===== src/rtl/mpel_pkg.sv =====
// ----------------------------------------------------------------------------
// Motor power estimate and limit: shared package
// Widths, fixed-point coefficients, pipeline geometry and shared types.
// ----------------------------------------------------------------------------
`default_nettype none

package mpel_pkg;

  // Field widths
  localparam int NUM_MOTORS = 4;
  localparam int CUR_W      = 16;
  localparam int SPD_W      = 16;
  localparam int CAP_W      = 15;
  localparam int LIM_W      = 10;
  localparam int THR_W      = 15;
  localparam int CFG_W      = 15;
  localparam int CFG_IDX_W  = 1;
  localparam int SCALE_W    = 17;
  localparam int MW_W       = 24;
  localparam int FRAC_W     = 16;

  // Per-motor model in Q.40
  localparam int PROD_W = 32;             // signed i*w
  localparam int SQ_W   = 31;             // i*i and w*w, at most 2^30
  localparam int TC_W   = 22;
  localparam int K2_W   = 20;
  localparam int K1_W   = 18;
  localparam logic [TC_W-1:0] TC_Q40 = 22'd2195604;
  localparam logic [K2_W-1:0] K2_Q40 = 20'd731505;
  localparam logic [K1_W-1:0] K1_Q40 = 18'd135240;
  localparam int SUM_W  = 55;
  localparam logic signed [SUM_W-1:0] CONST_Q40 = SUM_W'(64'd267452 << 24);

  // |P| * 20 / (17 * 2^24), rounded: the 2^24 is a shift, the 17 a reciprocal
  localparam int X_W      = SUM_W + 5;
  localparam int MUL20    = 20;
  localparam int DEN_SH   = 24;
  localparam logic [X_W-1:0] Y_RND = X_W'(64'd17 << 23);
  localparam int Y_W      = 32;
  localparam int RCP_W    = 28;
  localparam logic [RCP_W-1:0] RECIP17 = 28'd252645135;  // floor(2^32 / 17)
  localparam int MOT_DEN  = 17;
  localparam int QM_W     = 28;

  localparam int EST_W = QM_W + $clog2(NUM_MOTORS);
  localparam int REM_W = EST_W + 1;
  localparam int CMP_W = EST_W + 2;

  // Allowance in signed Q12.16 watts
  localparam int ALLOW_W = 28;
  localparam logic [ALLOW_W-1:0] MARGIN_Q16 = ALLOW_W'(131072);
  localparam int MUL_W     = CAP_W + 10;
  localparam logic [9:0] BOOST_MUL = 10'd819;     // 4096 = 5*819 + 1
  localparam int BOOST_RND = 2;
  localparam int P5_W      = CAP_W + 1 + 16;
  localparam logic [15:0] DIV5_RCP = 16'd52429;   // 5*52429 = 2^18 + 1
  localparam int DIV5_SH   = 18;
  localparam int D5_W      = P5_W - DIV5_SH;

  // Milliwatt conversion
  localparam int MW_MUL = 1000;
  localparam int MW_RND = 32768;
  localparam int MW_SH  = 16;
  localparam int MWF_W  = EST_W + 11;
  localparam int MWH_W  = MWF_W - MW_SH;
  localparam logic [MW_W-1:0] MW_MAX = '1;

  localparam logic [SCALE_W-1:0] ONE_Q16  = 17'd65536;
  localparam logic [SCALE_W-1:0] BIAS_Q16 = 17'd66;

  localparam logic [LIM_W-1:0] LIMIT_RST = 10'd100;
  localparam logic [THR_W-1:0] THR_RST   = 15'd5000;

  // Pipeline geometry
  localparam int LANE_STG  = 6;
  localparam int MERGE_STG = 2;
  localparam int DIV_STG   = SCALE_W;
  localparam int DIV_FIRST = LANE_STG + MERGE_STG + 1;
  localparam int NST       = LANE_STG + MERGE_STG + DIV_STG + 1;
  localparam int DIV_LAST  = NST - 1;

  typedef enum logic [CFG_IDX_W-1:0] {
    REG_POWER_LIMIT   = 1'b0,
    REG_CAP_THRESHOLD = 1'b1
  } cfg_reg_t;

  typedef logic [NST:1] stg_vec_t;

  // Result information that travels alongside the divider
  typedef struct packed {
    logic [MW_W-1:0] mw;
    logic            gt;     // allowance above estimate
    logic            zero;   // allowance not positive or estimate zero
  } side_t;

endpackage

`default_nettype wire


===== src/rtl/mpel_div.sv =====
// ----------------------------------------------------------------------------
// Ratio divider
// Restoring divider, one quotient bit per stage, giving
// floor(num * 2^16 / den) for num <= den.
// ----------------------------------------------------------------------------
`default_nettype none

module mpel_div (
  input  wire logic                           clk,
  input  wire logic [mpel_pkg::DIV_STG:1]     en,
  input  wire logic [mpel_pkg::EST_W-1:0]     est_i,
  input  wire logic [mpel_pkg::EST_W-1:0]     num_i,
  input  mpel_pkg::side_t                     side_i,
  output logic [mpel_pkg::SCALE_W-1:0]        q_o,
  output mpel_pkg::side_t                     side_o
);

  logic [mpel_pkg::REM_W-1:0]   rem_r [1:mpel_pkg::DIV_STG-1];
  logic [mpel_pkg::EST_W-1:0]   den_r [1:mpel_pkg::DIV_STG-1];
  logic [mpel_pkg::SCALE_W-1:0] q_r   [1:mpel_pkg::DIV_STG];
  mpel_pkg::side_t              sd_r  [1:mpel_pkg::DIV_STG];

  logic [mpel_pkg::REM_W-1:0]   rem_in [1:mpel_pkg::DIV_STG];
  logic [mpel_pkg::EST_W-1:0]   den_in [1:mpel_pkg::DIV_STG];
  logic [mpel_pkg::SCALE_W-1:0] q_in   [1:mpel_pkg::DIV_STG];
  mpel_pkg::side_t              sd_in  [1:mpel_pkg::DIV_STG];
  logic [mpel_pkg::DIV_STG:1]   ge;
  logic [mpel_pkg::REM_W-1:0]   rem_sub [1:mpel_pkg::DIV_STG];

  always_comb begin
    rem_in[1] = mpel_pkg::REM_W'(num_i);
    den_in[1] = est_i;
    q_in[1]   = '0;
    sd_in[1]  = side_i;
    for (int j = 2; j <= mpel_pkg::DIV_STG; j++) begin
      rem_in[j] = rem_r[j-1];
      den_in[j] = den_r[j-1];
      q_in[j]   = q_r[j-1];
      sd_in[j]  = sd_r[j-1];
    end
    for (int j = 1; j <= mpel_pkg::DIV_STG; j++) begin
      ge[j]      = rem_in[j] >= mpel_pkg::REM_W'(den_in[j]);
      rem_sub[j] = ge[j] ? rem_in[j] - mpel_pkg::REM_W'(den_in[j]) : rem_in[j];
    end
  end

  always_ff @(posedge clk) begin
    for (int j = 1; j <= mpel_pkg::DIV_STG; j++) begin
      if (en[j]) begin
        q_r[j]  <= {q_in[j][mpel_pkg::SCALE_W-2:0], ge[j]};
        sd_r[j] <= sd_in[j];
      end
    end
    for (int j = 1; j < mpel_pkg::DIV_STG; j++) begin
      if (en[j]) begin
        rem_r[j] <= {rem_sub[j][mpel_pkg::EST_W-1:0], 1'b0};
        den_r[j] <= den_in[j];
      end
    end
  end

  assign q_o    = q_r[mpel_pkg::DIV_STG];
  assign side_o = sd_r[mpel_pkg::DIV_STG];

endmodule

`default_nettype wire


===== config.mk =====
export PLATFORM = sky130hd
export DESIGN_NAME = mpel_div
export DESIGN_NICKNAME = d
export VERILOG_FILES = /design/src/rtl/mpel_pkg.sv /design/src/rtl/mpel_div.sv
export SDC_FILE = /design/constraint.sdc
export NUM_CORES = 2
export LEC_CHECK = 0
export BUFFER_PORTS_ARGS = -buffer_cell sky130_fd_sc_hd__buf_2
export CAP_MARGIN = 20
export CORE_ASPECT_RATIO = 0.75
export CORE_MARGIN = 5
export CORE_UTILIZATION = 50
export CTS_CLUSTER_DIAMETER = 30
export DETAILED_ROUTE_END_ITERATION = 6
export PLACE_DENSITY = 0.66
export SYNTH_ARGS = -nofsm -noshare
export SYNTH_HDL_FRONTEND = slang
export SYNTH_SLANG_ARGS = --single-unit

===== constraint.sdc =====
create_clock -name clk -period 6.8 [get_ports clk]
set_input_delay 1.36 -clock clk [delete_from_list [all_inputs] [get_ports clk]]
set_output_delay 1.36 -clock clk [all_outputs]
set_load 0.05 [all_outputs]

# After elaboration in Yosys (flattened, before gate mapping)
# Memory sizes are Yosys's and may differ from the RTL's.
# Index checks and enable logic that the tools add are counted.
dict set report classes {
  n_addsub 16
  order_cmp 17
  muxes 50
}
# op count
set ops {}
lappend ops {{greater-or-equal comparator 31 x 30 -> 1 bit} 16}
lappend ops {{two-way mux 30 bit} 16}
lappend ops {{subtractor 30 bit} 16}
lappend ops {{two-way mux 1 bit} 34}
lappend ops {{greater-or-equal comparator 30 bit} 1}
dict set report word_totals {
  register_bits 0
  ram_bits 1691
  output_inout_bits 43
  word_cells 87
  mem_count 4
}
# memory words width rd rd_ports_with_merged_regs wr line_no
set mem_list {}
lappend mem_list {den_r 16 30 16 0 16 mpel_div.sv:19} ;# logic [mpel_pkg::EST_W-1:0] den_r [1:mpel_pkg::DIV_STG-1];
lappend mem_list {rem_r 16 30 16 0 16 mpel_div.sv:18} ;# logic [mpel_pkg::REM_W-1:0] rem_r [1:mpel_pkg::DIV_STG-1];
lappend mem_list {sd_r 17 26 17 0 17 mpel_div.sv:21} ;# mpel_pkg::side_t sd_r [1:mpel_pkg::DIV_STG];
lappend mem_list {q_r 17 17 17 0 17 mpel_div.sv:20} ;# logic [mpel_pkg::SCALE_W-1:0] q_r [1:mpel_pkg::DIV_STG];

# Depth between registers and ports, before layout
# An unclocked memory read counts as a cell.
dict set report depth {
  ltp_word 3
  ltp_mapped 15
  ltp_nobuf 13
}

# Least setup slack after synthesis
# OpenSTA, ideal clock, no wires.
dict set report synth_path {
  path_kind {input to register}
  from {input est_i[11] (netlist bit)}
  to {register, netlist name rem_r[0][30]}
  t_arrival_ps 3779
  required_time_ps 6533
  slack_ps 2755
  cell_stages 13
  cell_sequence {inv_1 ha_1 clkbuf_1 a21o_1 a21o_1 a21oi_1 nor2_1 a2111oi_2 o21ai_1 o21ai_0 o2bb2ai_1 clkbuf_1 o21ai_0}
}
# element line_no
set synth_lines {}
lappend synth_lines {{start: declaration} mpel_div.sv:11} ;# input wire logic [mpel_pkg::EST_W-1:0] est_i,

==> flow_summary.ini <==
[clock_network]
h_tree_levels = 5
clock_tree.buffer_depth = 4
cts.reportedPaths.clkPinSlew_ns = 0.05
tritoncts_clock_tree = done
cts_resized = 0
number_of_sinks_handled_by_clock_tree_synthesis = 1555
post_cts.repair.setup_buffers = 0
clk_root_buffer_cell = sky130_fd_sc_hd__clkbuf_16
worst_skew_pair.late_latency_ns = 0.89
hold_buffers = 0
cts_buffers = 291

[cells_and_area]
syn2layout_area_growth_pct = 16.39
finish.net_count = 7140
stdcell_count = 8821
fillcell_total = 12070
final_core_utilization = 0.5857
fraction_of_final_layout_cells_with_drive_strength_greater_than_1 = 0.1417

[grt]
groute.layer.met1.usage = 0.2915
grt_overflow_total = 0
pin_count_of_the_biggest_net_entering_global_routing = 69
grt_most_used_layer = met2
grt_util_met2 = 0.2934
grt_util_all_layers = 0.1970
grt_use_met3 = 0.03971
first_global_vias = 47500
grt_pass1_wl_mm = 259.9
antenna_found_initial = 0

[worst_setup_path]
critical_path_required_ns = 7.41
r2r_end = rem_r[0][462]
r2r_start = rem_r[0][420]
crit_path_start_kind = flop
r2r_cells = 11
worstSetupEndpointType = flop
timing.reg2reg.setup_slack_ns = 2.34
cp_data_arrival_time_ns = 5.08
setup.worst_path.class = flop to flop
worstPathMaxFanout = 31

[floorplanning]
placeable_core_region_mm2 = 0.1550
die_h_um = 352.0
core.rowCount = 125
dieArea_mm2 = 0.1641
die_w_um = 466.1
pin_count = 147
initial_standard_cell_utilization_of_the_core = 0.5032

[yosys]
synth-edff-count = 1555
post_synthesis_instance_total = 6163
ffs_w_async_s_r_synth = 0
ys.flop_type = sky130_fd_sc_hd__edfxtp_1
synth.net_count = 6792
synth_seq_area_share = 0.5987
ys_types = 93
synth.cell_area_mm2 = 0.07800
yosysWarnings = 0
syn-mean-instance-area_um2 = 12.66
postSynthRegisterBits = 1555

[timing]
worst_slew_margin_rel = 0.1445
tns_ns = 0
report.final.hold_viol_count = 0
rsz0062_at_grt = false
clock.fmax_mhz = 224.2
setup_viol = 0
final-max-slew-violation-count = 0
worst-slew-pin-transition_ns = 1.280
final_period_minus_worst_setup_slack_ns = 4.461
clock_skew_ns = 0.08755
finalCritPeriodShare = 0.6561

[place]
place.port_buffers = 146
place.detailed.hpwl_mm = 118.7
placed_cells = 8311
place_congestion = 0.9398

[route]
vias_per_cell = 5.524
finalWirelength_mm = 163.1
via_count = 48730
dr_wl_cell_um = 18.49
drtAntennaViolNets = 0
drt-pass1-iter-count = 6
detail_route.iter0.violations = 3924
remaining_drc_errors = 0

[status]
status = finished, final reports clean

[power]
vdd_drop_max_mv = 0.3002
power.density_cell_area_mw_per_mm2 = 489.9
power.static_leakage_nw = 36.60

[run]
max_cap_violations = 0

[worst_hold_path]
holdCritStartpoint = q_r[0][263]
hold-path-cell-count = 0
hp-class = flop to flop
min_delay_worst_endpoint = q_r[0][281]
## per-stage QoR
stage / hold slack, ns / cell area, um^2 / power, W / setup slack [ns]
floorplan: 0.4003 / 78000 / 0.02652 / 2.755
global placement: 0.4003 / 81150 / 0.03002 / 1.918
detailed placement: 0.4045 / 81160 / 0.03032 / 1.779
CTS: 0.3702 / 90740 / 0.04458 / 2.365
global route: 0.3793 / 90780 / 0.04712 / 2.149
finish: 0.3684 / 90780 / 0.04447 / 2.339
## how the worst max path moves through the flow
stage,startpoint,to,slack [ns]
final,rem_r[0][420],rem_r[0][462],2.34
after global routing,rem_r[0][420],rem_r[0][454],2.15
after CTS,rem_r[0][420],rem_r[0][466],2.36
after detailed placement,est_i[2],rem_r[0][37],1.78
after global placement,est_i[2],rem_r[0][33],1.92
after floorplan,est_i[11],rem_r[0][30],2.75
## Yosys cell counts (all sizes together) (20+ instances only)
cell type / number / area share
o21ai: 371 / 0.024
clkbuf: 91 / 0.0044
nand4: 71 / 0.0057
mux2: 242 / 0.035
ha: 509 / 0.082
nor3: 53 / 0.0034
and3: 59 / 0.0047
a211o: 20 / 0.0022
a221oi: 21 / 0.0026
nand3: 79 / 0.0051
a211oi: 35 / 0.0034
a31oi: 56 / 0.0048
edfxtp: 1555 / 0.60
a21oi: 494 / 0.032
xor2: 177 / 0.020
nor2b: 59 / 0.0047
nand2: 340 / 0.016
nand2b: 62 / 0.0050
nor2: 284 / 0.014
o21bai: 39 / 0.0038
and2: 22 / 0.0018
buf: 37 / 0.0031
o21a: 58 / 0.0056
inv: 609 / 0.029
xnor2: 239 / 0.027
o211ai: 24 / 0.0023
a21o: 255 / 0.025
o31ai: 26 / 0.0026
## flip-flops by register name (all words and copies together) (netlist names)
name and count:
den_r 480, rem_r 480, sd_r 442, q_r 153
## layout by cell type, fill, tap and decap left out, types with 130 or more instances in the layout
cell	Yosys	final
sky130_fd_sc_hd__clkbuf_16	0	295
sky130_fd_sc_hd__a21oi_1	492	492
sky130_fd_sc_hd__nor2_1	284	284
sky130_fd_sc_hd__ha_1	509	509
sky130_fd_sc_hd__o21ai_0	353	352
sky130_fd_sc_hd__buf_2	21	130
sky130_fd_sc_hd__edfxtp_1	1555	1555
sky130_fd_sc_hd__inv_1	609	609
sky130_fd_sc_hd__xnor2_1	239	239
sky130_fd_sc_hd__a21o_1	255	255
sky130_fd_sc_hd__xor2_1	177	177
sky130_fd_sc_hd__mux2_2	238	238
sky130_fd_sc_hd__nand2_1	340	340
## power breakdown
group | internal (W) | switching, W | total [W]
clock | 0.00913 | 0.00480 | 0.0139
sequential | 0.0135 | 0.00111 | 0.0146
combinational | 0.00701 | 0.00893 | 0.0159
## cell families after synthesis
logic type	synth area share
mux	0.03635
fa+ha+maj	0.08576
buf+inv	0.03682
xor+xnor	0.04671
compound gates	0.1270
simple gates	0.06869
flops	0.5987
## metal layers
metal  up-vias  wire (um)
met1     23230      78240
met2      1487      69950
met5         -          0
met3       304      10730
li1      23710          -
met4         0       4149
## worst max-delay path: stages, from the launching register on
cell	delay [ns]
sky130_fd_sc_hd__edfxtp_1	0.44
sky130_fd_sc_hd__ha_1	0.33
sky130_fd_sc_hd__nor2b_1	0.15
sky130_fd_sc_hd__o31a_1	0.28
sky130_fd_sc_hd__o41a_1	0.46
sky130_fd_sc_hd__a31oi_4	0.29
sky130_fd_sc_hd__o31a_1	0.30
sky130_fd_sc_hd__o221ai_2	0.20
sky130_fd_sc_hd__a31oi_2	0.27
sky130_fd_sc_hd__o21ai_1	0.20
sky130_fd_sc_hd__a21oi_4	0.83
sky130_fd_sc_hd__mux2_2	0.42
## layout make-up
type / instances / area (um^2) / area share
sequential: 1555 / 46690 / 0.5144
inverter: 609 / 2286 / 0.02518
tap: 2095 / 2621 / 0.02888
clock inverter: 194 / 2130 / 0.02346
timing repair buffer: 183 / 1069 / 0.01177
multi-input combinational: 3871 / 28530 / 0.3142
antenna: 1 / 2.502 / 0.00002757
clock buffer: 313 / 7450 / 0.08206
Power figures use the tool's default switching activity.
