--- config.mk ---
export PLATFORM = sky130hd
export DESIGN_NAME = mpel_merge
export DESIGN_NICKNAME = d
export VERILOG_FILES = /design/src/rtl/mpel_pkg.sv /design/src/rtl/mpel_merge.sv
export SDC_FILE = /design/constraint.sdc
export NUM_CORES = 1
export LEC_CHECK = 0
export BUFFER_PORTS_ARGS = -buffer_cell sky130_fd_sc_hd__buf_2
export CAP_MARGIN = 20
export CORE_ASPECT_RATIO = 0.8
export CORE_MARGIN = 3
export CORE_UTILIZATION = 50
export DETAILED_ROUTE_END_ITERATION = 10
export GPL_TIMING_DRIVEN = 0
export PLACE_DENSITY = 0.72
export SLEW_MARGIN = 0
export SYNTH_ARGS = -nofsm -noshare
export SYNTH_HDL_FRONTEND = slang
export SYNTH_SLANG_ARGS = --single-unit
--- constraint.sdc ---
create_clock -name clk -period 12.5 [get_ports clk]
set_input_delay 1.875 -clock clk [delete_from_list [all_inputs] [get_ports clk]]
set_output_delay 1.875 -clock clk [all_outputs]
set_load 0.005 [all_outputs]
--- src/rtl/mpel_pkg.sv ---
// ----------------------------------------------------------------------------
// Motor power estimate and limit: shared package
// Widths, fixed-point coefficients, pipeline geometry and shared types.
// ----------------------------------------------------------------------------
`default_nettype none

package mpel_pkg;

  // Field widths
  localparam int NUM_MOTORS = 4;
  localparam int CUR_W      = 16;
  localparam int SPD_W      = 16;
  localparam int CAP_W      = 15;
  localparam int LIM_W      = 10;
  localparam int THR_W      = 15;
  localparam int CFG_W      = 15;
  localparam int CFG_IDX_W  = 1;
  localparam int SCALE_W    = 17;
  localparam int MW_W       = 24;
  localparam int FRAC_W     = 16;

  // Per-motor model in Q.40
  localparam int PROD_W = 32;             // signed i*w
  localparam int SQ_W   = 31;             // i*i and w*w, at most 2^30
  localparam int TC_W   = 22;
  localparam int K2_W   = 20;
  localparam int K1_W   = 18;
  localparam logic [TC_W-1:0] TC_Q40 = 22'd2195604;
  localparam logic [K2_W-1:0] K2_Q40 = 20'd731505;
  localparam logic [K1_W-1:0] K1_Q40 = 18'd135240;
  localparam int SUM_W  = 55;
  localparam logic signed [SUM_W-1:0] CONST_Q40 = SUM_W'(64'd267452 << 24);

  // |P| * 20 / (17 * 2^24), rounded: the 2^24 is a shift, the 17 a reciprocal
  localparam int X_W      = SUM_W + 5;
  localparam int MUL20    = 20;
  localparam int DEN_SH   = 24;
  localparam logic [X_W-1:0] Y_RND = X_W'(64'd17 << 23);
  localparam int Y_W      = 32;
  localparam int RCP_W    = 28;
  localparam logic [RCP_W-1:0] RECIP17 = 28'd252645135;  // floor(2^32 / 17)
  localparam int MOT_DEN  = 17;
  localparam int QM_W     = 28;

  localparam int EST_W = QM_W + $clog2(NUM_MOTORS);
  localparam int REM_W = EST_W + 1;
  localparam int CMP_W = EST_W + 2;

  // Allowance in signed Q12.16 watts
  localparam int ALLOW_W = 28;
  localparam logic [ALLOW_W-1:0] MARGIN_Q16 = ALLOW_W'(131072);
  localparam int MUL_W     = CAP_W + 10;
  localparam logic [9:0] BOOST_MUL = 10'd819;     // 4096 = 5*819 + 1
  localparam int BOOST_RND = 2;
  localparam int P5_W      = CAP_W + 1 + 16;
  localparam logic [15:0] DIV5_RCP = 16'd52429;   // 5*52429 = 2^18 + 1
  localparam int DIV5_SH   = 18;
  localparam int D5_W      = P5_W - DIV5_SH;

  // Milliwatt conversion
  localparam int MW_MUL = 1000;
  localparam int MW_RND = 32768;
  localparam int MW_SH  = 16;
  localparam int MWF_W  = EST_W + 11;
  localparam int MWH_W  = MWF_W - MW_SH;
  localparam logic [MW_W-1:0] MW_MAX = '1;

  localparam logic [SCALE_W-1:0] ONE_Q16  = 17'd65536;
  localparam logic [SCALE_W-1:0] BIAS_Q16 = 17'd66;

  localparam logic [LIM_W-1:0] LIMIT_RST = 10'd100;
  localparam logic [THR_W-1:0] THR_RST   = 15'd5000;

  // Pipeline geometry
  localparam int LANE_STG  = 6;
  localparam int MERGE_STG = 2;
  localparam int DIV_STG   = SCALE_W;
  localparam int DIV_FIRST = LANE_STG + MERGE_STG + 1;
  localparam int NST       = LANE_STG + MERGE_STG + DIV_STG + 1;
  localparam int DIV_LAST  = NST - 1;

  typedef enum logic [CFG_IDX_W-1:0] {
    REG_POWER_LIMIT   = 1'b0,
    REG_CAP_THRESHOLD = 1'b1
  } cfg_reg_t;

  typedef logic [NST:1] stg_vec_t;

  // Result information that travels alongside the divider
  typedef struct packed {
    logic [MW_W-1:0] mw;
    logic            gt;     // allowance above estimate
    logic            zero;   // allowance not positive or estimate zero
  } side_t;

endpackage

`default_nettype wire

--- src/rtl/mpel_merge.sv ---
// ----------------------------------------------------------------------------
// Lane merge
// Sums the motor lanes into the estimate, converts it to milliwatts and
// classifies the allowance against it ahead of the divider.
// ----------------------------------------------------------------------------
`default_nettype none

module mpel_merge (
  input  wire logic                                                 clk,
  input  wire logic [mpel_pkg::MERGE_STG:1]                         en,
  input  wire logic [mpel_pkg::NUM_MOTORS-1:0][mpel_pkg::QM_W-1:0]  q_i,
  input  wire logic signed [mpel_pkg::ALLOW_W-1:0]                  allow_i,
  output logic [mpel_pkg::EST_W-1:0]                                est_o,
  output logic [mpel_pkg::EST_W-1:0]                                num_o,
  output mpel_pkg::side_t                                           side_o
);

  logic [mpel_pkg::EST_W-1:0]          sum;
  logic [mpel_pkg::EST_W-1:0]          est_r, est2_r, num_r;
  logic signed [mpel_pkg::ALLOW_W-1:0] allow_r;
  logic [mpel_pkg::MWF_W-1:0]          mwf;
  logic [mpel_pkg::MWH_W-1:0]          mw_hi;
  mpel_pkg::side_t                     side_nxt, side_r;

  always_comb begin
    sum = '0;
    for (int k = 0; k < mpel_pkg::NUM_MOTORS; k++) begin
      sum = sum + mpel_pkg::EST_W'(q_i[k]);
    end
  end

  always_ff @(posedge clk) begin
    if (en[1]) begin
      est_r   <= sum;
      allow_r <= allow_i;
    end
  end

  assign mwf   = mpel_pkg::MWF_W'(est_r) * mpel_pkg::MWF_W'(mpel_pkg::MW_MUL)
               + mpel_pkg::MWF_W'(mpel_pkg::MW_RND);
  assign mw_hi = mwf[mpel_pkg::MWF_W-1:mpel_pkg::MW_SH];

  always_comb begin
    side_nxt.mw   = (mw_hi > mpel_pkg::MWH_W'(mpel_pkg::MW_MAX))
                  ? mpel_pkg::MW_MAX : mpel_pkg::MW_W'(mw_hi);
    side_nxt.gt   = $signed(mpel_pkg::CMP_W'(allow_r)) > $signed(mpel_pkg::CMP_W'(est_r));
    side_nxt.zero = (allow_r <= 0) || (est_r == '0);
  end

  // Only a positive allowance at or below the estimate reaches the quotient,
  // so its magnitude bits are enough for the dividend.
  always_ff @(posedge clk) begin
    if (en[2]) begin
      est2_r <= est_r;
      num_r  <= mpel_pkg::EST_W'(allow_r[mpel_pkg::ALLOW_W-2:0]);
      side_r <= side_nxt;
    end
  end

  assign est_o  = est2_r;
  assign num_o  = num_r;
  assign side_o = side_r;

endmodule

`default_nettype wire

Word level (Yosys, flattened, before mapping)
Cells that the tools add are included.
{"block": "classes", "n_addsub": 4, "multipliers": 1, "n_lt_le_gt_ge": 3, "reduce_logical": 2}
{"operator": "$add 40x16->41 const B", "n": 1}
{"operator": "$mul 30x7->37 const B", "n": 1}
{"operator": "$gt 28x31->1", "n": 1}
{"operator": "$add 29x28->30", "n": 1}
{"operator": "$add 30x28->30", "n": 1}
{"operator": "$logic_not 30->1", "n": 1}
{"operator": "$add 28x28->29", "n": 1}
{"operator": "$le 28x1->1 const B", "n": 1}
{"operator": "$gt 25x24->1 const B", "n": 1}
{"operator": "$logic_or 1x1->1", "n": 1}
{"block": "word_totals", "regBits": 141, "out_inout_bits": 86, "elab_cells": 17}

Longest topological paths before layout
{"block": "depth", "ltp_word": 3, "mapped_depth": 22, "depth_no_buf": 20}

Worst setup path before layout
No wires, ideal clock.
{"block": "synth_path", "path_type": "reg-to-reg", "from": "register est_r[8] (netlist bit)", "to": "register side_r (netlist bit side_o[21]), data pin", "setup_time_ps": 270, "arrival_time_ps": 5879, "setup_slack_ps": 6351, "path_stages_with_launch": 21, "n_path_buf": 2, "cell_sequence": "edfxtp_1 -> inv_1 -> fa_1 -> fa_1 -> fa_1 -> fa_1 -> inv_1 -> ha_1 -> buf_4 -> and4_1 -> o211ai_1 -> o2bb2ai_2 -> o31a_2 -> xor2_2 -> and4b_1 -> or4b_1 -> buf_2 -> nor4_1 -> mux2_2 -> nor4_1 -> o21ai_1"}
{"block": "synth_between", "elab_chain_cells": 3}
{"element": "start, declared", "line_no": "mpel_merge.sv:19", "source": "logic [mpel_pkg::EST_W-1:0] est_r, est2_r, num_r;"}
{"element": "start signal, assigned", "line_no": "mpel_merge.sv:34", "source": "est_r <= sum;"}
{"element": "$mul 30x7->37 (*)", "line_no": "mpel_merge.sv:39", "source": "assign mwf = mpel_pkg::MWF_W'(est_r) * mpel_pkg::MWF_W'(mpel_pkg::MW_MUL)"}
{"element": "$add 40x16->41 (*)", "line_no": "mpel_merge.sv:40", "source": "+ mpel_pkg::MWF_W'(mpel_pkg::MW_RND);"}
{"element": "$gt 25x24->1", "line_no": "mpel_merge.sv:44", "source": "side_nxt.mw = (mw_hi > mpel_pkg::MWH_W'(mpel_pkg::MW_MAX))"}
{"element": "end signal, assigned", "line_no": "mpel_merge.sv:56", "source": "side_r <= side_nxt;"}
{"element": "end, declared", "line_no": "mpel_merge.sv:23", "source": "mpel_pkg::side_t side_nxt, side_r;"}
Mark *: on every way between the ends. The rest lies on a longest branch, timed or not.
A chain may end at the register's enable or synchronous reset.

Final worst setup path
{"block": "layout_path", "from": "register est_r[12] (netlist bit)", "to": "register side_r (netlist bit side_o[8]), data pin"}
Same word-level chain as after synthesis.

==> results_dict.tcl <==
set metrics [dict create \
    hold_path_end "num_o[18]$_DFFE_PP_" \
    gp_congestion 0.8881 \
    clock_path_buffers 2 \
    grt_pass1_vias 9370 \
    path_cells "inv_1 -> fa_1 -> fa_1 -> fa_1 -> fa_1 -> inv_1 -> ha_1 -> buf_2 -> a21oi_1 -> nor3b_1 -> o41ai_1 -> nand2_1 -> o211ai_2 -> a211oi_1 -> o31ai_1 -> xnor2_1 -> nand3_1 -> clkbuf_1 -> o21ai_1" \
    diodes 0 \
    nFillCells 2159 \
    run_status "finished, final reports clean" \
    period_share_pct 54.26 \
    r2r_end "side_o[8]$_SDFFCE_PN1P_" \
    grt_overflow 0 \
    ant_nets 0 \
    synth_top_area_share_pct 31.58 \
    synth_cells 1147 \
    ff2ff_path_depth 19 \
    yosysUniqueCellTypes 70 \
    maxCapViolations 0 \
    fin_crit_ns 6.783 \
    path_class "reg2reg" \
    routed_wl_um 29250 \
    setup_tns_ns 0 \
    hpwl_um 23990 \
    synth_edf_count 141 \
    drc 0 \
    slowest_stage "o31ai_1" \
    cts_made_buffers 17 \
    ctsHoldBuffers 0 \
    fmax_ghz 0.1474 \
    arrival_ns 6.94 \
    synth.area.top_cells "edfxtp_1, fa_1, ha_1, inv_1, xnor2_1" \
    worstSetupStartpointType "flop" \
    drive_above_1_share_pct 20.24 \
    cpPeakStageDelay_ns 0.67 \
    crit_top_cell "fa_1" \
    first_iter_violations 495 \
    synth_warnings 0 \
    relSlewSlack_pct 31.99 \
    fin_skew_ns 0.009650 \
    fp.coreArea_sq_um 25830 \
    rows 52 \
    vias 9471 \
    finalNonFillerCells 1759 \
    cp_max_fo 10 \
    ys.flop_type "edfxtp_1" \
    hold_violations 0 \
    postCtsSetupBuffers 0 \
    end_kind "flop" \
    crit_required_ns 12.66 \
    tightest_slew_ns 1.012 \
    die_w_um 189.1 \
    clock_sinks 141 \
    rsz0062_at_grt "false" \
    hold_path_depth 0 \
    grt_usage_pct 20.59 \
    antenna_found_initial 0 \
    regToRegSetupSlack_ns 5.72 \
    cts_resized 0 \
    io_pins 229 \
    dp.cells 1727 \
    avgRoutedWirePerCell_um 16.63 \
    clk_pin_slew_worst_paths_ns 0.06 \
    nNetsFinal 1857 \
    area_delta_synth_final_pct 16.03 \
    clk_latency_ns 0.43 \
    async_reset_ff_share_pct 0 \
    die_area_sq_um 28820 \
    fp.dieH_um 152.5 \
    cts_root_buf "clkbuf_16" \
    critPathBufInv 4 \
    synth_top_area_cell "edfxtp_1" \
    io_buffers 225 \
    maxSlewViolCount 0 \
    setup_viol 0 \
    avgSynthCellArea_sq_um 11.69 \
    r2r-start "est_r[12]$_DFFE_PP_" \
    grt_max_degree 55 \
    first_pass_iters 5 \
    yosys_register_bits 141 \
    htree_levels 4 \
    synth_area_sq_um 13410 \
    hp-class "reg2reg" \
    cp_top_family "adder cells" \
    grt_pass1_wl_um 47490 \
    ys_seq_area_share_pct 31.58 \
    hp-start "allow_r[18]$_DFFE_PP_" \
    start_util_pct 51.90 \
    vias_per_cell 5.384 \
    cts_tree "done" \
]
[how the worst max path moves through the flow]
stage	start	to	slack [ns]	cells after the start
2_1_floorplan	est_r[8]$_DFFE_PP_	side_o[21]$_SDFFCE_PN1P_	6.35	20
6_report	est_r[12]$_DFFE_PP_	side_o[8]$_SDFFCE_PN1P_	5.72	19
3_3_place_gp	est_r[12]$_DFFE_PP_	side_o[21]$_SDFFCE_PN1P_	5.74	19
3_5_place_dp	est_r[7]$_DFFE_PP_	side_o[21]$_SDFFCE_PN1P_	5.69	20
4_1_cts	est_r[7]$_DFFE_PP_	side_o[21]$_SDFFCE_PN1P_	5.68	20
5_1_grt	est_r[12]$_DFFE_PP_	side_o[21]$_SDFFCE_PN1P_	5.18	19
[placed cells by master, fill, tap and decap left out, types with 4 or more instances in the layout]
cell type | netlist | final
a211oi_1 | 9 | 9
a21o_1 | 28 | 28
a21oi_1 | 54 | 54
a31oi_1 | 8 | 8
and2_1 | 5 | 5
and3_1 | 4 | 4
and4_1 | 8 | 8
buf_2 | 4 | 228
buf_4 | 5 | 6
clkbuf_1 | 7 | 8
clkbuf_16 | 0 | 17
clkinvlp_4 | 0 | 7
edfxtp_1 | 141 | 141
fa_1 | 165 | 165
ha_1 | 154 | 154
inv_1 | 169 | 169
mux2i_1 | 4 | 4
nand2_1 | 54 | 54
nand2b_1 | 16 | 16
nand3_1 | 22 | 22
nand4_1 | 18 | 18
nor2_1 | 39 | 39
nor2b_1 | 12 | 12
nor3_1 | 20 | 20
nor4_1 | 13 | 13
o211ai_1 | 4 | 4
o21a_1 | 8 | 8
o21ai_0 | 32 | 32
o21ai_1 | 5 | 5
o21bai_1 | 8 | 8
o31ai_1 | 5 | 5
o41ai_1 | 4 | 4
or3_1 | 6 | 6
xnor2_1 | 46 | 46
xor2_1 | 18 | 18
[kinds of logic (layout without fill, tap and decap cells)]
kind of cell	Yosys count	after routing	share of synthesized area, %
buffers and inverters	185	444	5.358
adder cells (fa/ha/maj)	319	319	39.01
AND/OR/NAND/NOR	237	237	9.548
multiplexers	6	6	0.4667
XOR/XNOR	65	65	4.303
flip-flops	141	141	31.58
AO/OA/AOI/OAI	193	193	9.698
other	1	3	0.02797
[routing by layer]
layer | global-route usage [%] | share of wire, % | wire length [um]
met4 | 4.254 | 1.3 | 377
met2 | 33.11 | 48 | 13920
met3 | 3.703 | 6.2 | 1810
met5 | 0 | 0 | 0
met1 | 29.60 | 45 | 13140
[final cells by class]
class	instances	area, sq um	share of cell area (%)
multi-input combinational	823	8461	54.40
sequential	141	4234	27.22
timing repair buffer	227	1176	7.562
inverter	169	634.4	4.079
tap	351	439.2	2.824
clock buffer	18	429.2	2.759
clock inverter	14	96.34	0.6194
buffer	16	83.83	0.5390
[state kept, by name, summed over array words and instances, names as in the netlist]
signal   flops
side_o      26
est_r       30
est_o       30
allow_r     28
num_o       27
[cell usage after synthesis, types with 4 or more instances]
library cell and instances:
inv_1 169, fa_1 165, ha_1 154, edfxtp_1 141, a21oi_1 54, nand2_1 54
xnor2_1 46, nor2_1 39, o21ai_0 32, a21o_1 28, nand3_1 22, nor3_1 20
nand4_1 18, xor2_1 18, nand2b_1 16, nor4_1 13, nor2b_1 12, a211oi_1 9
a31oi_1 8, and4_1 8, o21a_1 8, o21bai_1 8, clkbuf_1 7, or3_1 6
and2_1 5, buf_4 5, o21ai_1 5, o31ai_1 5, and3_1 4, buf_2 4
mux2i_1 4, o211ai_1 4, o41ai_1 4
[metrics by stage]
| step | hold WS (ns) | area, sq um | utilization [%] | setup WS (ns) |
|---|---|---|---|---|
| floorplan | 0.4504 | 13410 | - | 6.351 |
| global placement | 0.4772 | 14980 | 57.99 | 5.742 |
| detailed placement | 0.4841 | 15030 | 58.18 | 5.687 |
| CTS | 0.5006 | 15550 | 60.22 | 5.679 |
| global route | 0.5141 | 15550 | 60.22 | 5.182 |
| finish | 0.5011 | 15550 | 60.22 | 5.717 |
Power is not shown: default switching activity piles up to over one toggle a cycle in this logic, so the estimate is an artifact.
