`config.mk`:
```
export PLATFORM = sky130hd
export DESIGN_NAME = mpel_allow
export DESIGN_NICKNAME = d
export VERILOG_FILES = /design/src/rtl/mpel_pkg.sv /design/src/rtl/mpel_allow.sv
export SDC_FILE = /design/constraint.sdc
export NUM_CORES = 1
export LEC_CHECK = 0
export ABC_AREA = 1
export BUFFER_PORTS_ARGS = -buffer_cell sky130_fd_sc_hd__clkbuf_2
export CAP_MARGIN = 20
export CORE_AREA = 5 5 243 245
export DETAILED_ROUTE_END_ITERATION = 10
export DIE_AREA = 0 0 248 250
export GPL_TIMING_DRIVEN = 0
export PLACE_DENSITY = 0.55
export RECOVER_POWER = 25
export SLEW_MARGIN = 20
export SYNTH_ARGS = -nofsm -noshare
export SYNTH_HDL_FRONTEND = slang
export SYNTH_SLANG_ARGS = --single-unit
```
`constraint.sdc`:
```
create_clock -name clk -period 12.43 [get_ports clk]
set_clock_uncertainty 0.2 [all_clocks]
set_input_delay 1.8645 -clock clk [delete_from_list [all_inputs] [get_ports clk]]
set_output_delay 1.8645 -clock clk [all_outputs]
set_load 0.01 [all_outputs]
```
`src/rtl/mpel_pkg.sv`:
```
// ----------------------------------------------------------------------------
// Motor power estimate and limit: shared package
// Widths, fixed-point coefficients, pipeline geometry and shared types.
// ----------------------------------------------------------------------------
`default_nettype none

package mpel_pkg;

  // Field widths
  localparam int NUM_MOTORS = 4;
  localparam int CUR_W      = 16;
  localparam int SPD_W      = 16;
  localparam int CAP_W      = 15;
  localparam int LIM_W      = 10;
  localparam int THR_W      = 15;
  localparam int CFG_W      = 15;
  localparam int CFG_IDX_W  = 1;
  localparam int SCALE_W    = 17;
  localparam int MW_W       = 24;
  localparam int FRAC_W     = 16;

  // Per-motor model in Q.40
  localparam int PROD_W = 32;             // signed i*w
  localparam int SQ_W   = 31;             // i*i and w*w, at most 2^30
  localparam int TC_W   = 22;
  localparam int K2_W   = 20;
  localparam int K1_W   = 18;
  localparam logic [TC_W-1:0] TC_Q40 = 22'd2195604;
  localparam logic [K2_W-1:0] K2_Q40 = 20'd731505;
  localparam logic [K1_W-1:0] K1_Q40 = 18'd135240;
  localparam int SUM_W  = 55;
  localparam logic signed [SUM_W-1:0] CONST_Q40 = SUM_W'(64'd267452 << 24);

  // |P| * 20 / (17 * 2^24), rounded: the 2^24 is a shift, the 17 a reciprocal
  localparam int X_W      = SUM_W + 5;
  localparam int MUL20    = 20;
  localparam int DEN_SH   = 24;
  localparam logic [X_W-1:0] Y_RND = X_W'(64'd17 << 23);
  localparam int Y_W      = 32;
  localparam int RCP_W    = 28;
  localparam logic [RCP_W-1:0] RECIP17 = 28'd252645135;  // floor(2^32 / 17)
  localparam int MOT_DEN  = 17;
  localparam int QM_W     = 28;

  localparam int EST_W = QM_W + $clog2(NUM_MOTORS);
  localparam int REM_W = EST_W + 1;
  localparam int CMP_W = EST_W + 2;

  // Allowance in signed Q12.16 watts
  localparam int ALLOW_W = 28;
  localparam logic [ALLOW_W-1:0] MARGIN_Q16 = ALLOW_W'(131072);
  localparam int MUL_W     = CAP_W + 10;
  localparam logic [9:0] BOOST_MUL = 10'd819;     // 4096 = 5*819 + 1
  localparam int BOOST_RND = 2;
  localparam int P5_W      = CAP_W + 1 + 16;
  localparam logic [15:0] DIV5_RCP = 16'd52429;   // 5*52429 = 2^18 + 1
  localparam int DIV5_SH   = 18;
  localparam int D5_W      = P5_W - DIV5_SH;

  // Milliwatt conversion
  localparam int MW_MUL = 1000;
  localparam int MW_RND = 32768;
  localparam int MW_SH  = 16;
  localparam int MWF_W  = EST_W + 11;
  localparam int MWH_W  = MWF_W - MW_SH;
  localparam logic [MW_W-1:0] MW_MAX = '1;

  localparam logic [SCALE_W-1:0] ONE_Q16  = 17'd65536;
  localparam logic [SCALE_W-1:0] BIAS_Q16 = 17'd66;

  localparam logic [LIM_W-1:0] LIMIT_RST = 10'd100;
  localparam logic [THR_W-1:0] THR_RST   = 15'd5000;

  // Pipeline geometry
  localparam int LANE_STG  = 6;
  localparam int MERGE_STG = 2;
  localparam int DIV_STG   = SCALE_W;
  localparam int DIV_FIRST = LANE_STG + MERGE_STG + 1;
  localparam int NST       = LANE_STG + MERGE_STG + DIV_STG + 1;
  localparam int DIV_LAST  = NST - 1;

  typedef enum logic [CFG_IDX_W-1:0] {
    REG_POWER_LIMIT   = 1'b0,
    REG_CAP_THRESHOLD = 1'b1
  } cfg_reg_t;

  typedef logic [NST:1] stg_vec_t;

  // Result information that travels alongside the divider
  typedef struct packed {
    logic [MW_W-1:0] mw;
    logic            gt;     // allowance above estimate
    logic            zero;   // allowance not positive or estimate zero
  } side_t;

endpackage

`default_nettype wire

```
`src/rtl/mpel_allow.sv`:
```
// ----------------------------------------------------------------------------
// Power allowance
// Forms the allowed power in signed Q12.16 watts from the configured limit and
// the capacitor voltage, then keeps it in step with the motor lanes.
// ----------------------------------------------------------------------------
`default_nettype none

module mpel_allow (
  input  wire logic                               clk,
  input  wire logic [mpel_pkg::LANE_STG:1]        en,
  input  wire logic [mpel_pkg::CAP_W-1:0]         cap_i,
  input  wire logic [mpel_pkg::LIM_W-1:0]         limit_i,
  input  wire logic [mpel_pkg::THR_W-1:0]         thr_i,
  output logic signed [mpel_pkg::ALLOW_W-1:0]     allow_o
);

  logic [mpel_pkg::CAP_W:0]     t5;
  logic [mpel_pkg::P5_W-1:0]    p5;
  logic                         low_r;
  logic [mpel_pkg::MUL_W-1:0]   mul_r;
  logic [mpel_pkg::D5_W-1:0]    d5_r;
  logic [mpel_pkg::ALLOW_W-1:0] base;
  logic [mpel_pkg::ALLOW_W-1:0] allow_nxt;
  logic signed [mpel_pkg::ALLOW_W-1:0] allow_r [2:mpel_pkg::LANE_STG];

  // round(cap * 4096 / 5) = 819 * cap + floor((cap + 2) / 5)
  assign t5 = (mpel_pkg::CAP_W+1)'(cap_i) + (mpel_pkg::CAP_W+1)'(mpel_pkg::BOOST_RND);
  assign p5 = mpel_pkg::P5_W'(t5) * mpel_pkg::P5_W'(mpel_pkg::DIV5_RCP);

  always_ff @(posedge clk) begin
    if (en[1]) begin
      low_r <= (cap_i <= thr_i);
      mul_r <= mpel_pkg::MUL_W'(cap_i) * mpel_pkg::MUL_W'(mpel_pkg::BOOST_MUL);
      d5_r  <= p5[mpel_pkg::DIV5_SH +: mpel_pkg::D5_W];
    end
  end

  assign base      = mpel_pkg::ALLOW_W'(limit_i) << mpel_pkg::FRAC_W;
  assign allow_nxt = low_r ? base - mpel_pkg::MARGIN_Q16
                           : base + mpel_pkg::ALLOW_W'(mul_r) + mpel_pkg::ALLOW_W'(d5_r);

  always_ff @(posedge clk) begin
    if (en[2]) begin
      allow_r[2] <= $signed(allow_nxt);
    end
  end

  for (genvar k = 3; k <= mpel_pkg::LANE_STG; k++) begin : g_dly
    always_ff @(posedge clk) begin
      if (en[k]) begin
        allow_r[k] <= allow_r[k-1];
      end
    end
  end

  assign allow_o = allow_r[mpel_pkg::LANE_STG];

endmodule

`default_nettype wire

```
Yosys cells after proc, flatten, opt, wreduce, memory -nomap -nowiden
Memories as Yosys holds them, arrays and structs flattened.
Index checks and enable logic that the tools add are counted.
Storage, ports and cells
  input port bits: 47
  memories kept: 1
  logic and storage cells: 22
  bits in latches: 0
  memory bits (read-only): 0
  bits in writable memories: 140
  register bits after elaboration: 40
  output and inout port bits: 28
Memory list
  allow_r: depth 5, width 28, read ports 5, clocked after Yosys merged registers in 0, wr ports 5, line mpel_allow.sv:24  | logic signed [mpel_pkg::ALLOW_W-1:0] allow_r [2:mpel_pkg::LANE_STG];
Operators by class
  $lt $le $gt $ge: 1
  divide/modulo/power cells: 0
  bitwise logic cells: 0
  multiplexer cells: 11
  shift-type cells: 0
  equal/unequal tests: 0
  reduce and logical (&&, ||, !) cells: 0
  multipliers: 2
  add/subtract/negate cells: 4
Operators with widths (number)
  $mul 16x16->32 const B: 1
  $add 27x14->28: 1
  $mux 28: 1
  $add 26x25->27: 1
  $sub 26x18->27 const B: 1
  $mul 15x10->25 const B: 1
  $add 15x2->16 const B: 1
  $le 15x15->1: 1
  $mux 1: 10

Depth between registers and ports, before layout
Gate-level depths: netlist (run 1).
  depth after elaboration: 3
  depth in mapped cells: 30
  gate-level depth less buffers: 30

Worst setup path before layout (run 1)
OpenSTA, ideal clock, no wires.
  path type: in2reg
  start point: input port cap_i[1] (netlist name)
  end point: register d5_r[4] (netlist name) (data pin)
  setup time: 0.253 ns
  data arrival time: 6.887 ns
  buffers on the path: 0
  required time: 11.977 ns
  stages on the path: 24
  slack: 5.090 ns
  cells stage by stage: ha_1 -> nand3_1 -> nor2_1 -> nand3_1 -> xor2_1 -> inv_1 -> ha_1 -> ha_1 -> inv_1 -> fa_1 -> inv_1 -> fa_1 -> fa_1 -> inv_1 -> fa_1 -> inv_1 -> ha_1 -> nand2_1 -> nor2_1 -> inv_1 -> nor3_1 -> nand3_1 -> nand4_1 -> nand2_1
Between the ends
  word-level cells in the longest chain between the ends: 2
Ends and longest elaborated chain
  from (decl): line mpel_allow.sv:11  | input wire logic [mpel_pkg::CAP_W-1:0] cap_i,
  $add 15x2->16: line mpel_allow.sv:27  | assign t5 = (mpel_pkg::CAP_W+1)'(cap_i) + (mpel_pkg::CAP_W+1)'(mpel_pkg::BOOST_RND);
  $mul 16x16->32: line mpel_allow.sv:28  | assign p5 = mpel_pkg::P5_W'(t5) * mpel_pkg::P5_W'(mpel_pkg::DIV5_RCP);
  named net p5, one bit: line mpel_allow.sv:18  | logic [mpel_pkg::P5_W-1:0] p5;
  to (signal assigned): line mpel_allow.sv:34  | d5_r <= p5[mpel_pkg::DIV5_SH +: mpel_pkg::D5_W];
  to (decl): line mpel_allow.sv:21  | logic [mpel_pkg::D5_W-1:0] d5_r;
The timed path passes the listed nets, and every way through them passes these cells.
A chain may end at the register's enable or synchronous reset.

Worst setup path after layout (run 1)
  start point: input port cap_i[1] (netlist name)
  end point: register d5_r[12] (netlist name) (data pin)
Same word-level chain as after synthesis.

==> reports/metrics.cfg, run 1 <==
[status]
status=complete, no violations

[power]
leakagePower_uw=0.00948
p_per_area_mw_per_mm2=260
irDropWorstVdd_uv=132

[timing]
min_period_ns=8.41
maxSlewViolCount=0
final-setup-viol-count=0
rsz0062_at_grt=false
slew_headroom=0.372
fin_tns_setup_ns=0
worst_pin_slew_ns=0.942
fmax_mhz=119
finalHoldViolCount=0
period_share=0.676
whs_ns=0.215

[synth]
synth_warnings=0
syn_inst=1884
synth_nets=2294
ys_ff_latch=180
syn_avg_cell_area_um2=8.92
synth_cell_types=36
synth.top_cell.area_share=0.322
synth_area_mm2=0.0168
synth.area.top_cells=edfxtp_1 (32%), ha_1 (18%), fa_1 (14%), nand2_1 (9.3%), inv_1 (9.1%)
synth-seq-area-share=0.322
synth_top_cell_by_area=edfxtp_1

[cts]
clk_pin_slew_ns=0.07
hold_buffers=0
post_cts_buffers=0
clkSinkCount=180
cts_tree=built
cts.path.max_buffers=2
cts_made_buffers=17
clkLatencyLatePin_ns=0.43
cts_resized=0
clockRootBuffer=clkbuf_16
h-tree-depth=4

[setup_path]
r2r_end=allow_r[0][76]
cp-end-kind=flop
reg2reg_depth=13
required_ns=12.42
cp_common_cell=inv_1
critPathMaxFanout=7
r2r_slack_ns=9.96
r2r-start=d5_r[0]
critPathTopFamily=adder cells
critPathBufInv=7
max_stage_delay_ns=0.62
critPathKind=in -> reg
cp_slowest_cell=xor2_1
start_kind=input pin
crit_arrival_ns=8.40

[floorplanning]
chipWidth_um=248
die_area_mm2=0.0620
core_mm2=0.0569
io_pins=75
start_util=0.295
core.rowCount=88
die_height_um=250

[global_routing]
grt_overflow=0
grt_pass1_wl_mm=63.1
busiest_layer=met2
grt_use_met2=0.217
use_met1=0.172
first_global_vias=12400
grt_util_met3=0.0124
grt_usage=0.126
antenna_found_initial=1
grt_max_degree=41

[final_layout]
final_layout_size_suffix_gt1_frac=0.0729
syn_to_final_growth_pct=11.5
nNetsFinal=2387
final_cell_mix=nand2_1 (417), inv_1 (408), ha_1 (248)
fillCellCount=5999
layout_commonest_cell=nand2_1
num_antenna_cells=0

[worst_hold_path]
min_from=allow_r[0][62]
whs_path_depth=0
holdCritPathClass=reg -> reg
min_to=allow_r[0][90]

[placement]
hpwlAfterDp_mm=33.7
port-buffer-count=74
gp_congestion=0.914

[detailed_routing]
vias=12100
routed_via_density=4.40
first_pass_iters=5
routedWlPerCell_um=13.9
wl_mm=38.4
drt_iter0_drc=544
ant_nets=0
drc=0

[job]
drv_cap=0

==> sequential cells by signal, indices dropped and copies added (netlist names) <==
name / cells
allow_r: 140
d5_r: 14
mul_r: 25
low_r: 1
==> through the flow <==
step	utilization	instances	worst slack (ns)	area, um2	power (uW)
after floorplan	-	1884	5.09	16800	3420
after global placement	0.318	2723	3.59	18100	4340
after detailed placement	0.318	2723	3.55	18100	4360
after CTS	0.329	2755	3.99	18700	4910
after global routing	0.329	2755	3.62	18700	5480
final	0.329	2755	4.02	18700	4860
==> metal layers <==
metal	routed length, um	part of all wire	vias up
met3	1020	0.027	39
met2	18500	0.48	185
met1	18300	0.48	5670
met5	0	0	-
met4	562	0.015	0
li1	-	-	6217
==> how the worst max path moves through the flow <==
stage,end,cells after the start,start
4_1_cts,d5_r[12],25,cap_i[1]
3_3_place_gp,d5_r[12],25,cap_i[1]
5_1_grt,d5_r[12],25,cap_i[1]
3_5_place_dp,d5_r[12],25,cap_i[1]
6_report,d5_r[12],25,cap_i[1]
2_1_floorplan,d5_r[4],24,cap_i[1]
==> cells by family (layout without fill, tap and decap cells) <==
group / count (synthesis) / after routing / share of synthesized area
buffers and inverters: 442 / 548 / 0.105
DFF: 180 / 180 / 0.322
AOI/OAI and AO/OA: 160 / 160 / 0.0515
xor gates and xnor gates: 59 / 59 / 0.0323
and+or+nand+nor: 680 / 680 / 0.168
adders and majority gates: 363 / 363 / 0.322
==> layout make-up <==
type	instances	area [um2]	share of cell area
clock buffers	17	425	0.0227
inverters	411	1540	0.0823
repair buffers	74	370	0.0198
flip-flops and latches	180	5410	0.289
well taps	765	957	0.0511
plain buffers	31	221	0.0118
clock inverters	15	179	0.00955
multi-input cells	1262	9630	0.514
==> cells in the mapped netlist <==
master,instances
ha_1,248
xor2_4,1
o21a_1,1
nand2_1,417
a31oi_1,1
nand3_1,84
xnor2_1,21
a21oi_1,85
buf_4,28
nand4_1,28
nor2_4,1
nor3_4,1
o21bai_1,11
o31ai_1,2
o22ai_1,1
and2_1,3
o21ai_0,46
clkinv_1,1
o21ai_1,2
xor2_2,1
inv_1,408
nor4_1,1
inv_2,2
a21o_1,8
clkbuf_1,3
nor2_1,114
nor3_1,21
nor2_2,1
a21boi_0,3
nand2_4,1
or2_0,1
or2_2,3
xor2_1,36
edfxtp_1,180
nand3b_1,4
fa_1,115
==> power by group <==
part | internal [uW] | leakage (uW) | switching [uW]
sequential | 915 | 0.00178 | 41.1
clock | 272 | 0.000288 | 252
combinational | 1170 | 0.00741 | 2210
Power figures use the tool's default switching activity.
==> inputs of run 2 (changes only) <==
--- a/config.mk
+++ b/config.mk
@@ -5,12 +5,12 @@
 export SDC_FILE = /design/constraint.sdc
 export NUM_CORES = 1
 export LEC_CHECK = 0
-export ABC_AREA = 1
+export ABC_AREA = 0
 export BUFFER_PORTS_ARGS = -buffer_cell sky130_fd_sc_hd__clkbuf_2
 export CAP_MARGIN = 20
-export CORE_AREA = 5 5 243 245
+export CORE_AREA = 5 5 231 233
 export DETAILED_ROUTE_END_ITERATION = 10
-export DIE_AREA = 0 0 248 250
+export DIE_AREA = 0 0 236 238
 export GPL_TIMING_DRIVEN = 0
 export PLACE_DENSITY = 0.55
 export RECOVER_POWER = 25
==> constraint.sdc (replaced) <==
create_clock -name clk -period 8 [get_ports clk]
set_clock_uncertainty 0.2 [all_clocks]
set_input_delay 1.2 -clock clk [delete_from_list [all_inputs] [get_ports clk]]
set_output_delay 1.2 -clock clk [all_outputs]
set_load 0.01 [all_outputs]
==> reports/metrics.cfg, run 2 <==
[setup_path]
start_kind=input pin
required_ns=7.97
cp_common_cell=ha_1
critPathBufInv=5
r2r-start=mul_r[8]
cp_slowest_cell=or4b_4
critPathTopFamily=adder cells
path_cells=clkbuf_2 > ha_1 > and3_1 > clkbuf_1 > xnor2_1 > inv_1 > ha_1 > ha_1 > xor2_1 > fa_1 > inv_1 > fa_1 > inv_1 > fa_1 > ha_1 > ha_1 > a211oi_1 > o21a_1 > o2111ai_1 > a2bb2oi_1 > or4b_4 > a31oi_4 > xnor2_1
worstSetupStartpoint=cap_i[4]
crit_arrival_ns=7.64
critPathKind=in -> reg
max_stage_delay_ns=0.59
cp-end-kind=flop
critPathMaxFanout=8
r2r_slack_ns=4.97
cp.depth=23
reg2reg_depth=8

[synth]
synth_top_cell_by_area=edfxtp_1
synth-edff-count=180
synth_commonest_cells=ha_1 (248), inv_1 (242), edfxtp_1 (180)
synth.top_cell.area_share=0.356
synth_area_mm2=0.0152
async_flop_share=0
synth_cell_types=54
syn_avg_cell_area_um2=11.6
synth-main-ff-cell=edfxtp_1
synth_most_common_cell=ha_1
synth_warnings=0
syn_inst=1312
ys_ff_latch=180
synth-seq-area-share=0.356
synth_nets=1722
synth.area.top_cells=edfxtp_1 (36%), ha_1 (20%), fa_1 (15%), inv_1 (6.0%), xnor2_1 (3.4%)

[final_layout]
final_layout_size_suffix_gt1_frac=0.115
layout_commonest_cell=ha_1
nNetsFinal=1819
top_regs=allow_r (140), mul_r (25), d5_r (14)
utilization=0.336
largest_reg_flops=140
final_cell_mix=ha_1 (246), inv_1 (241), edfxtp_1 (180)
fillCellCount=5071
regMostFlops=allow_r
fin_cells=2102
syn_to_final_growth_pct=12.8
finalInstanceArea_mm2=0.0171
num_antenna_cells=0

[power]
leakagePower_uw=0.00799
irDropWorstVdd_uv=212
p_per_area_mw_per_mm2=379
power.total_uw=6490

[timing]
finalHoldViolCount=0
slew_headroom=0.359
maxSlewViolCount=0
worst_pin_slew_ns=0.962
rsz0062_at_grt=false
period_share=0.959
final-setup-viol-count=0
fmax_mhz=130
min_period_ns=7.67
whs_ns=0.213

[worst_hold_path]
holdCritPathClass=reg -> reg
whs_path_depth=0
min_from=allow_r[0][109]

[global_routing]
grt_pass1_wl_mm=50.3
first_global_vias=9741
grt_max_degree=41
antenna_found_initial=1
grt_overflow=0
grt_usage=0.109

[status]
status=complete, no violations

[detailed_routing]
wl_mm=30.0
ant_nets=0
drc=0
first_pass_iters=5
vias=9264
drt_iter0_drc=324
routedWlPerCell_um=14.3
routed_via_density=4.41

[cts]
cts.path.max_buffers=2
hold_buffers=0
h-tree-depth=4
clkSinkCount=180
clkLatencyLatePin_ns=0.43
cts_tree=built
cts_made_buffers=17
clk_pin_slew_ns=0.07
clockRootBuffer=clkbuf_16

[placement]
hpwlAfterDp_mm=25.8
dp.cells=2066
port-buffer-count=74
dpl_cell_area_mm2=0.0164
gp_congestion=0.859

[floorplanning]
io_pins=75
core.rowCount=83
core_mm2=0.0510
chipWidth_um=236
die_area_mm2=0.0562
die_height_um=238
start_util=0.298

[job]
drv_cap=0

==> run 2: cell types whose count changed after synthesis, sizes merged, moves of 28 or more <==
cell,change
a21o,+32
a21oi,-28
inv,-168
nand2,-371
nand3,-68
nor2,-68
xnor2,+38
==> run 2: through the flow <==
| stage | setup WS [ns] | setup TNS, ns |
|---|---|---|
| final | 0.330 | 0 |
| after global routing | 0.00209 | 0 |
| after detailed placement | -0.792 | -6.24 |
| after global placement | -0.834 | -6.66 |
| after floorplan | 0.573 | 0 |
| after CTS | 0.0160 | 0 |
==> run 2: layout make-up <==
class | count | area (um2) | share of cell area
clock inverter | 14 | 158 | 0.00920
timing repair buffer | 78 | 400 | 0.0234
sequential | 180 | 5410 | 0.316
buffer | 34 | 233 | 0.0136
clock buffer | 18 | 429 | 0.0251
multi-input combinational | 856 | 8740 | 0.510
tap | 680 | 851 | 0.0497
inverter | 242 | 908 | 0.0530
==> run 2: report_power, final <==
group	internal, uW	total [uW]	switching [uW]
Clock	445	812	367
Sequential	1460	1520	66.0
Combinational	1820	4160	2340
Total	3720	6490	2770
==> run 2: layer usage <==
metal | GRT usage | up-vias | routed length, um
li1 | - | 4694 | -
met1 | 0.152 | 4409 | 14800
met2 | 0.184 | 134 | 14100
met3 | 0.0127 | 27 | 732
met4 | 0.0236 | 0 | 343
met5 | 0 | - | 0
==> run 2: final timing paths <==
path                                         to
worst max-delay path                   d5_r[13]
worst min register to register  allow_r[0][137]
worst min-delay path            allow_r[0][137]
worst max register to register   allow_r[0][81]
==> run 2: logic make-up after synthesis <==
kind of cell               after synthesis  share of synthesized area
AOI/OAI and AO/OA                      211                     0.0950
buffers and inverters                  276                     0.0752
and+or+nand+nor                        180                     0.0585
DFF                                    180                      0.356
xor gates and xnor gates                99                     0.0571
muxes                                    3                    0.00198
adders and majority gates              363                      0.356
==> run 2: what timing repair did <==
item                       CTS  global route
setup endpoints to repair    6             5
buffers inserted             0             4
pin swaps                    0             1
hold endpoints to repair     0             0
cloned                       0             0
resized for setup            3            13
==> inputs of run 3 (changes only) <==
--- a/config.mk
+++ b/config.mk
@@ -5,12 +5,12 @@
 export SDC_FILE = /design/constraint.sdc
 export NUM_CORES = 1
 export LEC_CHECK = 0
-export ABC_AREA = 0
+export ABC_AREA = 1
 export BUFFER_PORTS_ARGS = -buffer_cell sky130_fd_sc_hd__clkbuf_2
 export CAP_MARGIN = 20
-export CORE_AREA = 5 5 231 233
+export CORE_AREA = 5 5 243 245
 export DETAILED_ROUTE_END_ITERATION = 10
-export DIE_AREA = 0 0 236 238
+export DIE_AREA = 0 0 248 250
 export GPL_TIMING_DRIVEN = 0
 export PLACE_DENSITY = 0.55
 export RECOVER_POWER = 25
==> reports/metrics.cfg, run 3 (synthesized netlist as in run 1, its figures left out) <==
[setup_path]
cp.depth=22
cp-end-kind=flop
cp_slowest_cell=xor2_1
critPathBufInv=4
worstSetupStartpoint=cap_i[1]
required_ns=7.98
path_cells=clkbuf_2 > ha_1 > nand3_1 > xor2_1 > nand2_1 > inv_1 > nor2_1 > fa_1 > fa_1 > fa_1 > fa_1 > inv_1 > fa_1 > inv_1 > ha_1 > nand2_1 > nor2_1 > nand2_1 > nor2_1 > o21ai_0 > nand4_1 > nand2_1
critPathMaxFanout=7
cp_common_cell=fa_1
r2r-start=d5_r[0]
critPathTopFamily=adder cells
start_kind=input pin
crit_arrival_ns=7.50
reg2reg_depth=13
critPathKind=in -> reg
max_stage_delay_ns=0.65

[final_layout]
syn_to_final_growth_pct=11.5
regArea_mm2=0.00541
regMostFlops=allow_r
fillCellCount=5998
nNetsFinal=2387
final_layout_size_suffix_gt1_frac=0.0734
largest_reg_flops=140
num_antenna_cells=0
final_cell_mix=nand2_1 (417), inv_1 (408), ha_1 (248)
fin_cells=2755
utilization=0.329
top_regs=allow_r (140), mul_r (25), d5_r (14)
finalInstanceArea_mm2=0.0187
layout_commonest_cell=nand2_1
multi_input_area_mm2=0.00964

[global_routing]
grt_max_degree=41
grt_overflow=0
antenna_found_initial=1
first_global_vias=12400
grt_usage=0.126
grt_pass1_wl_mm=63.1

[timing]
fmax_mhz=133
period_share=0.941
final-setup-viol-count=0
rsz0062_at_grt=false
fin_tns_setup_ns=0
finalHoldViolCount=0
slew_headroom=0.372
worst_pin_slew_ns=0.942
min_period_ns=7.53
maxSlewViolCount=0

[placement]
dpl_cell_area_mm2=0.0181
dp.cells=2723
hpwlAfterDp_mm=33.7
port-buffer-count=74
gp_congestion=0.914

[floorplanning]
die_area_mm2=0.0620
start_util=0.295
die_height_um=250
io_pins=75
core_mm2=0.0569
chipWidth_um=248
core.rowCount=88

[job]
drv_cap=0

[detailed_routing]
routedWlPerCell_um=13.9
routed_via_density=4.41
first_pass_iters=5
drt_iter0_drc=542
wl_mm=38.4
ant_nets=0
drc=0
vias=12100

[status]
status=complete, no violations

[worst_hold_path]
min_from=allow_r[0][62]
holdCritPathClass=reg -> reg
whs_path_depth=0

[power]
leakagePower_uw=0.00948
switching_power_uw=3890
p_seq_frac=0.197
power.total_uw=7560
irDropWorstVdd_uv=205
p_per_area_mw_per_mm2=403
p_int_uw=3660
p_clk_frac=0.108
pwr-share-comb=0.696
netSwitchingFraction=0.515

[cts]
cts_tree=built
post_cts_buffers=0
clk_pin_slew_ns=0.08
cts.path.max_buffers=2
clkLatencyLatePin_ns=0.43
clockRootBuffer=clkbuf_16
cts_made_buffers=17
hold_buffers=0
h-tree-depth=4
clkSinkCount=180

## run 3: final timing paths
check	to	slack [ns]
setup / recovery	d5_r[7]	0.47
hold / removal	allow_r[0][90]	0.21
setup reg to reg	allow_r[0][76]	5.53
hold reg to reg	allow_r[0][90]	0.21
## run 3: cell type report
class | count | share of cell area
multi-input combinational | 1262 | 0.514
sequential | 180 | 0.288
inverter | 411 | 0.0823
tap | 765 | 0.0511
clock buffer | 17 | 0.0227
timing repair buffer | 74 | 0.0198
buffer | 31 | 0.0118
clock inverter | 15 | 0.00955
## run 3: routing by layer
layer  vias up  share of wire  global-route usage
met5         -              0                   0
met4         0          0.014              0.0247
met3        39          0.028              0.0124
met2       209           0.48               0.217
met1      5671           0.48               0.172
li1       6219              -                   -
## run 3: through the flow
stage / hold WS (ns) / setup slack, ns
6_report: 0.215 / 0.472
5_1_grt: 0.217 / 0.0975
4_1_cts: 0.215 / 0.226
3_5_place_dp: 0.205 / -0.217
3_3_place_gp: 0.201 / -0.174
2_1_floorplan: 0.200 / 1.32
## run 3: power groups by stage
stage | Combinational (uW) | Clock, uW | Sequential (uW)
floorplan | 3840 | 0 | 1480
global placement | 5230 | 0 | 1510
detailed placement | 5260 | 0 | 1510
CTS | 5310 | 835 | 1490
global route | 6140 | 875 | 1510
finish | 5260 | 814 | 1480
## run 3: repair_timing
action,CTS,global route
hold endpoints to repair,0,0
endpoints found under the setup margin,0,6
gates resized for setup,0,1
